[config.mk]
export PLATFORM = sky130hd
export DESIGN_NAME = puvf_sine
export DESIGN_NICKNAME = d
export VERILOG_FILES = /design/src/puvf_pkg.sv /design/src/puvf_sine.sv
export SDC_FILE = /design/constraint.sdc
export NUM_CORES = 1
export LEC_CHECK = 0
export ABC_AREA = 1
export BUFFER_PORTS_ARGS = -buffer_cell sky130_fd_sc_hd__buf_2
export CELL_PAD_IN_SITES_DETAIL_PLACEMENT = 1
export CELL_PAD_IN_SITES_GLOBAL_PLACEMENT = 1
export CORE_ASPECT_RATIO = 0.75
export CORE_MARGIN = 4
export CORE_UTILIZATION = 51
export DETAILED_ROUTE_END_ITERATION = 8
export PLACE_DENSITY = 0.86
export SLEW_MARGIN = 20
export SYNTH_ARGS = -nofsm -noshare
export SYNTH_HDL_FRONTEND = slang
export SYNTH_SLANG_ARGS = --single-unit
[constraint.sdc]
create_clock -name i_clk -period 8.22 [get_ports i_clk]
set_input_delay 0.822 -clock i_clk [delete_from_list [all_inputs] [get_ports i_clk]]
set_output_delay 0.822 -clock i_clk [all_outputs]
set_load 0.01 [all_outputs]
[src/puvf_pkg.sv]
// puvf_pkg: shared types, constants and helpers of the particle uv flicker offset core
// used by puvf_sine and particle_uv_flicker_offset_core; no dependencies
package puvf_pkg;

    // configuration register indexes
    localparam logic [2:0] REG_AMPLITUDE_X = 3'd0;
    localparam logic [2:0] REG_AMPLITUDE_Y = 3'd1;
    localparam logic [2:0] REG_FREQUENCY_X = 3'd2;
    localparam logic [2:0] REG_FREQUENCY_Y = 3'd3;
    localparam logic [2:0] REG_DRIFT_X     = 3'd4;
    localparam logic [2:0] REG_DRIFT_Y     = 3'd5;
    localparam logic [2:0] REG_IRREGULAR   = 3'd6;

    // multiplicative hash and secondary angle scale factors
    localparam logic [31:0] HASH_MULT  = 32'd2654435761;
    localparam logic [17:0] A2_TIME_K  = 18'd155320;
    localparam logic [16:0] A2_SEED_K  = 17'd111411;
    localparam logic [17:0] ONE_Q16    = 18'd65536;

    // odd polynomial sine coefficients, q16
    localparam logic [16:0] SIN_C1 = 17'd102939;
    localparam logic [15:0] SIN_C3 = 16'd42155;
    localparam logic [12:0] SIN_C5 = 13'd4765;

    localparam int DIV_BITS = 16;

    // floor a q.32 value to q16.16 and saturate to 32 bits
    function automatic logic [31:0] sat_q16(input logic signed [57:0] v);
        logic signed [41:0] q;
        logic [31:0]        r;
        q = 42'(v >>> 16);
        if (q > 42'sd2147483647) begin
            r = 32'h7fff_ffff;
        end else if (q < -42'sd2147483648) begin
            r = 32'h8000_0000;
        end else begin
            r = q[31:0];
        end
        return r;
    endfunction

endpackage

[src/puvf_sine.sv]
// puvf_sine: four stage polynomial sine of a q0.16 turn angle, q1.15 result
// depends on puvf_pkg for the coefficients
module puvf_sine #(
    parameter int SINE_TABLE_BITS = 10
) (
    input  logic               i_clk,
    input  logic               i_en,
    input  logic [15:0]        i_angle,
    output logic signed [15:0] o_sine
);

    localparam int SHIFT = 16 - SINE_TABLE_BITS;

    logic [15:0] angle_q;
    logic [16:0] z_fold;
    logic [33:0] zz;
    logic [29:0] p2;
    logic [32:0] p3;
    logic [33:0] p4;
    logic [16:0] s_mag;
    logic [14:0] s_clamp;

    logic [16:0] r_z1, r_z2_1;
    logic [1:0]  r_q1;
    logic [16:0] r_z2, r_zz2;
    logic [15:0] r_r1;
    logic [1:0]  r_q2;
    logic [16:0] r_z3;
    logic [16:0] r_r3;
    logic [1:0]  r_q3;
    logic signed [15:0] r_sine;

    always_comb begin
        angle_q = (i_angle >> SHIFT) << SHIFT;
        z_fold  = {1'b0, angle_q[13:0], 2'b00};
        if (angle_q[14]) begin
            z_fold = 17'd65536 - z_fold;
        end
        zz      = z_fold * z_fold;
        p2      = puvf_pkg::SIN_C5 * r_z2_1;
        p3      = r_zz2 * r_r1;
        p4      = r_z3 * r_r3;
        s_mag   = p4[33:17];
        s_clamp = (s_mag > 17'd32767) ? 15'h7fff : s_mag[14:0];
    end

    always_ff @(posedge i_clk) begin
        if (i_en) begin
            r_z1   <= z_fold;
            r_z2_1 <= zz[32:16];
            r_q1   <= angle_q[15:14];
            r_z2   <= r_z1;
            r_zz2  <= r_z2_1;
            r_r1   <= puvf_pkg::SIN_C3 - p2[29:16];
            r_q2   <= r_q1;
            r_z3   <= r_z2;
            r_r3   <= puvf_pkg::SIN_C1 - p3[32:16];
            r_q3   <= r_q2;
            r_sine <= r_q3[1] ? -$signed({1'b0, s_clamp}) : $signed({1'b0, s_clamp});
        end
    end

    assign o_sine = r_sine;

endmodule

==> results of run 1 <==
==> critical path: cells and delay by family, from the launching register on <==
kind          cells  cell delay [ps]
fa+ha+maj         8             3370
flops             1              920
buf+inv           8              500
simple gates     17             2220
==> logic make-up (layout without fill, tap and decap cells) <==
kind of cell	Yosys count	count (layout)	synth area share
AOI/OAI and AO/OA	167	167	0.0355
xor gates and xnor gates	63	63	0.0220
adders and majority gates	771	771	0.490
buffers and inverters	973	928	0.143
DFF	109	109	0.127
other	2	13	0.000291
and+or+nand+nor	1128	1128	0.183
==> layer usage <==
| layer | vias to the layer above | track usage |
|---|---|---|
| met1 | 10500 | 0.366 |
| li1 | 9429 | - |
| met2 | 570 | 0.519 |
| met3 | 165 | 0.0373 |
| met4 | 2 | 0.0838 |
| met5 | - | 0 |
==> cell usage in the layout, fill, tap and decap left out, types with 33 or more instances in the layout <==
master    count
inv_1       863
nand2_1     825
fa_1        396
ha_1        375
nor2_1      132
edfxtp_1    109
a21oi_1      86
nand3_1      66
o21ai_0      45
xor2_1       33
==> path summary, 6_finish.rpt <==
| check | cells after the start | to |
|---|---|---|
| hold reg to reg | 0 | r_z2[11] |
| setup reg to reg | 33 | o_sine[8] |
| setup / recovery | 33 | o_sine[8] |
| hold / removal | 0 | r_z2[11] |
==> state kept, by name (all words and copies together) (netlist names) <==
| name | cells |
|---|---|
| o_sine | 16 |
| r_q1 | 1 |
| r_q2 | 1 |
| r_q3 | 1 |
| r_r1 | 16 |
| r_r3 | 17 |
| r_z1 | 8 |
| r_z2 | 8 |
| r_z2_1 | 16 |
| r_z3 | 9 |
| r_zz2 | 16 |
==> through the flow <==
step / util / setup WS (ps) / hold slack, ps / instances / cell area [um2]
2_1_floorplan: - / 1970 / 400 / 3224 / 25800
3_3_place_gp: 0.528 / 1290 / 402 / 3820 / 26500
3_5_place_dp: 0.528 / 792 / 406 / 3820 / 26500
4_1_cts: 0.535 / 1070 / 431 / 3836 / 26800
5_1_grt: 0.535 / 560 / 441 / 3836 / 26800
6_report: 0.535 / 965 / 430 / 3836 / 26800
==> layout make-up <==
| type | instances | area (um2) | area share |
|---|---|---|---|
| inverter | 872 | 3270 | 0.122 |
| clock buffer | 9 | 225 | 0.00841 |
| sequential | 109 | 3270 | 0.122 |
| clock inverter | 7 | 91.3 | 0.00341 |
| timing repair buffer | 40 | 235 | 0.00878 |
| tap | 657 | 822 | 0.0307 |
| multi-input combinational | 2142 | 18900 | 0.704 |
==> summary by stage, run 1 <==
Worst setup path
For the worst setup path, the data required time is 8400 ps. The category of the worst setup path capture point is a flop. The classification of the worst setup path is reg -> reg. The setup slack of the worst register-to-register path is 970 ps. On the worst path, the slowest cell contributes a delay of 920 ps. The worst setup path startpoint is r_z3[12]. The data arrival time of the critical path is 7430 ps. Among all stages on the critical path, the largest delay is contributed by edfxtp_1. The worst register-to-register path begins at r_z3[12]. STA classifies the critical path startpoint as a flop.

The maximum fanout along the worst path is 17.

Job
Across the run, the number of max-cap violations was 0.

Route
The number of search-and-repair iterations in the first detailed-routing pass is 5. Once detail routing completed, the nets flagged for antenna violations numbered 0. Summed over all layers, the routed wires come to 75100 um.

The routed wire length per instance is 19.6 um. The wire length on met2 is 38000 um. The via count is 20600. The wire length on met3 is 3570 um. For this run, design rule violations remaining after detail routing come to 0.

After the first detailed-routing iteration, the DRC count stood at 1129. In the final routing, the length of wire on met1 measures 31500 um. Dividing the detail-routed via count by the number of cells gives 5.38. The highest routed metal layer is met5.

Clock network
The H-tree generated during clock tree synthesis spans 3 levels. After clock tree synthesis, the clock-pin slew on the worst setup and hold paths is 100 ps. The number of gates resized after CTS was 0. The tree is rooted in a clkbuf_16. Clock latency on the worst-skew pair, taken at its later pin, is 410 ps. The clock drives 109 sinks. Buffers inserted during clock tree synthesis total 9. The number of setup buffers added after CTS is 0. No sink is reached through more buffers than the 2 on the longest clock path. Hold repair after CTS inserted 0 buffers. TritonCTS built the clock tree.

Yosys
After synthesis, the share of flip-flops with an asynchronous set or reset is 0. The per-instance average area after synthesis is 8.02 um2. The distinct cell type count of the synthesized netlist is 43. The share of synthesized area in the top cell type comes to 0.308.

Summed over all instances, the cell type with the most area after synthesis is fa_1. The top flip-flop cell by instance count after synthesis is edfxtp_1. After synthesis the cells add up to 25800 um2. The commonest cells after synthesis are inv_1 (863), nand2_1 (825), fa_1 (396), ha_1 (375), nor2_1 (132). The yosys synthesis warning count is 0.

In this run, synthesis produced a sequential element count of 109. The synthesized design contains 109 enable-type register cells. inv_1 is the most common cell in the netlist. Counting every instance in the synthesized netlist gives 3213. Ranked by total cell area, the synthesized netlist is headed by fa_1 (31%), ha_1 (18%), edfxtp_1 (13%), inv_1 (13%), nand2_1 (12%).

For this run, the register share of the synthesized area comes to 0.127.

Global routing
The first-pass GRT wire length is 124000 um. The number of global-route vias before repair came to 24200. The initial antenna violation count came to 1. Entering global routing, the biggest net connects 58 pins. The global router's overall resource usage is 0.289. The overflow left after global routing is 0.

Timing
The clock arrives with 20.5 ps of skew. The number of setup violations in the final report is 0. Summed over all failing endpoints, the final setup total negative slack is 0 ps.

The worst relative slew slack is 0.352. In the finished design, the share of the clock period the worst path needs comes to 0.883. The number of endpoints with negative hold slack in the final report was 0. The transition time at the pin with the least slew margin is 969 ps. The final count of pins violating max slew is 0. The time the worst path needs with I/O delays and setup is 7250 ps. Setup repair after global routing left no endpoint under its margin.

Timing would allow up to 138 MHz.

Floorplan
The die outline area is 54200 um2. The number of cell rows is 71. The vertical die dimension is 203 um. In this run the horizontal extent of the chip is 268 um. In this run the count of I/O pins placed on the die edge is 34. The core box area is 50100 um2.

The effective utilization at floorplan is 0.515.

Worst hold path
In this run the worst hold path is classified as reg -> reg. The start point of the worst min-delay path is r_z1[11].

Cells and area
For this run, the post-layout net count is 3963. Fill cells in the final layout number 6229. The number of antenna diodes is 0. Of the cells placed in the final design, the portion with a size suffix greater than 1 is 0.0330. The area growth from synthesis to final layout is 3.89%.

Status
The flow ran to the end, and the final reports show no timing, DRC or antenna violations.

Place
The detailed placement HPWL is 63600 um. The final weighted congestion in routability-driven placement is 0.957. In this run the tool buffered the top-level ports with 27 buffer cells.
Power of run 1 is not shown: default switching activity piles up to over one toggle a cycle in this logic, so the estimate is an artifact.
==> inputs of run 2 (changes only) <==
--- a/config.mk
+++ b/config.mk
@@ -6,7 +6,7 @@
 export NUM_CORES = 1
 export LEC_CHECK = 0
 export ABC_AREA = 1
-export BUFFER_PORTS_ARGS = -buffer_cell sky130_fd_sc_hd__buf_2
+export BUFFER_PORTS_ARGS = -buffer_cell sky130_fd_sc_hd__buf_4
 export CELL_PAD_IN_SITES_DETAIL_PLACEMENT = 1
 export CELL_PAD_IN_SITES_GLOBAL_PLACEMENT = 1
 export CORE_ASPECT_RATIO = 0.75
==> run 2 against run 1 <==
First-iteration DRC count rose by 5.1%. Non-clock buffer count fell by 2. Cell area rose by 0.19%. Register-to-register slack improved by 50 ps. Sequential share of layout area barely moved. Clock-buffer cell count did not move. Core utilization rose by 0.10 points. Clock skew rose by 4.5 ps. Global-route usage fell by 0.31 points. Via count fell by 0.20%. Cell count barely moved. Critical path type unchanged.
==> summary by stage, run 2 (synthesized netlist as in run 1, its figures left out) <==
Status
The run finished with clean final reports.

Cells and area
The most frequent standard cell in the layout excluding fill and tap cells is inv_1. The register bank with the most flops is r_r3. The multi-input logic area is 18900 um2. From synthesis to final layout, the design area changed by 4.08%. At the end of the flow the core is filled with cells to 0.536. Leaving out fill and tap cells, the most frequent cells in the layout are inv_1 (863), nand2_1 (825), fa_1 (396).

The layout has 6241 filler cells. The sequential standard cell area is 3270 um2. The net total in the final layout is 3961. The number of flip-flops under the largest register name is 17. Of the cells placed in the final design, the portion with a size suffix greater than 1 is 0.0324. The repair_antennas step left the layout with diodes totalling 0.

Route
The via count is 20600. Dividing the detail-routed via count by the number of cells gives 5.37. The routed design has 74300 um of wire.

The post-detailed-route count of antenna-violating nets is 0. The routed wire length per instance is 19.4 um. The starting DRC count in detailed routing is 1187. The number of search-and-repair iterations in the first detailed-routing pass is 4. The count of unresolved DRC violations after routing is 0.

Worst setup path
The most numerous cell type found on the critical path is nand2_1. The slowest cell on the critical path is edfxtp_1. STA classifies the critical path startpoint as a flop. On the worst path, the slowest cell contributes a delay of 990 ps. For the worst setup path, the data arrival time is 7380 ps. Tracing the worst setup path back leads to its startpoint at r_z3[11]. Setup slack on the worst reg-to-reg path comes out at 1020 ps. The startpoint of the worst-slack reg-to-reg timing path is r_z3[11].

By startpoint and endpoint, the worst setup path is classified as reg -> reg. The endpoint identified for the worst register-to-register timing path is o_sine[12]. Measured in cells, the most critical reg-to-reg path has a length of 29. The maximum fanout along the worst path is 17. The worst endpoint required time is 8400 ps. The category of the worst setup path capture point is a flop.

Global routing
The number of global-route vias before repair is 24100. The pin count of the biggest net entering global routing is 58. The overflow left after global routing is 0. Across every metal layer, demand over resource in global routing totals 0.286.

The first-pass GRT wire length is 123000 um. The initial antenna violation count is 0.

Timing
For this run, the top clock speed supported by timing is 139 MHz. The time the worst path needs with I/O delays and setup is 7200 ps. The worst relative slew slack is 0.333. Setup repair after global routing left no endpoint under its margin. The minimum setup slack in the final design is 1020 ps.

On the final layout, the worst clock skew is 25.1 ps. The number of endpoints with negative hold slack in the final report is 0. The final-layout setup total negative slack is 0 ps. Setup violations remaining at the end of the flow were counted as 0. The final count of pins violating max slew is 0.

For the pin with the worst max-slew slack, the measured transition is 997 ps. The final clock period utilization by the worst path is 0.876. Final hold analysis gives a worst-case slack of 415 ps.

Worst hold path
In this run the worst hold path is classified as reg -> reg. The worst hold path passes through 0 cells. The worst hold path terminates at r_z3[11].

The startpoint identified for the worst hold timing path is r_z2[11].

Clock network
The clock-pin transition on the worst setup and hold timing paths is 100 ps. The clock tree from TritonCTS is built. The tree is rooted in a clkbuf_16.

Clock latency on the worst-skew pair, taken at its later pin, is 410 ps. CTS saw 109 sinks. The H-tree generated during clock tree synthesis spans 3 levels. Post-CTS repair changed the size of 0 cells.

The maximum buffer depth of the clock tree is 2. In this run the post-CTS setup repair buffer count came out at 0. The number of hold buffers added after CTS was 0. The number of clock buffers inserted by TritonCTS is 9.

Floorplan
In this run the standard cell core region covers 50100 um2. The number of top-level pins is 34. The vertical die dimension is 203 um. The die outline area is 54200 um2.

The number of cell rows is 71. From left edge to right edge, the die measures 268 um. The effective utilization at floorplan is 0.515.

Place
OpenSTA, run right after detailed placement, puts the worst setup slack at 1040 ps. In this run the tool buffered the top-level ports with 27 buffer cells. The congestion estimate from routability-driven global placement came to 0.967. The detailed placement HPWL is 63300 um.

Job
Across the run, the number of max-cap violations was 0.
==> run 2: changes by cell type in the layout (fill, tap and decap cells not counted), sizes merged <==
| cell | previous run | this run |
|---|---|---|
| inv | 873 | 875 |
| clkinv | 6 | 4 |
| buf | 40 | 38 |
==> run 2: cell type report <==
| cell class | instances | share of cell area |
|---|---|---|
| Multi-Input combinational cell | 2142 | 0.703 |
| Inverter | 872 | 0.122 |
| Clock buffer | 9 | 0.00839 |
| Clock inverter | 7 | 0.00340 |
| Timing Repair Buffer | 38 | 0.0106 |
| Tap cell | 657 | 0.0306 |
| Sequential cell | 109 | 0.122 |
==> run 2: how the worst max path moves through the flow <==
stage / endpoint / slack [ps] / cells after the start
2_1_floorplan: r_r3[16] / 1970 / 28
3_3_place_gp: r_z2_1[15] / 1370 / 29
3_5_place_dp: r_z2_1[15] / 1040 / 29
4_1_cts: o_sine[12] / 1110 / 29
5_1_grt: o_sine[12] / 610 / 29
6_report: o_sine[12] / 1020 / 29
==> run 2: per-stage QoR <==
step	instance area [um2]	cells
final	26800	3834
after global routing	26800	3834
after CTS	26800	3834
after detailed placement	26500	3818
after global placement	26500	3818
after floorplan	25800	3224
==> run 2: critical path, delay by kind of cell, from the launching register on <==
kind,cells,cell delay [ps]
DFF,1,990
and+or+nand+nor,17,2210
adders and majority gates,8,3560
buffers and inverters,4,210
==> run 2: layer usage <==
| layer | vias up | part of all wire | global-route usage |
|---|---|---|---|
| li1 | 9427 | - | - |
| met1 | 10500 | 0.42 | 0.359 |
| met2 | 515 | 0.50 | 0.510 |
| met3 | 168 | 0.046 | 0.0449 |
| met4 | 0 | 0.025 | 0.0846 |
| met5 | - | 0 | 0 |
Power of run 2 is left out for the same reason.
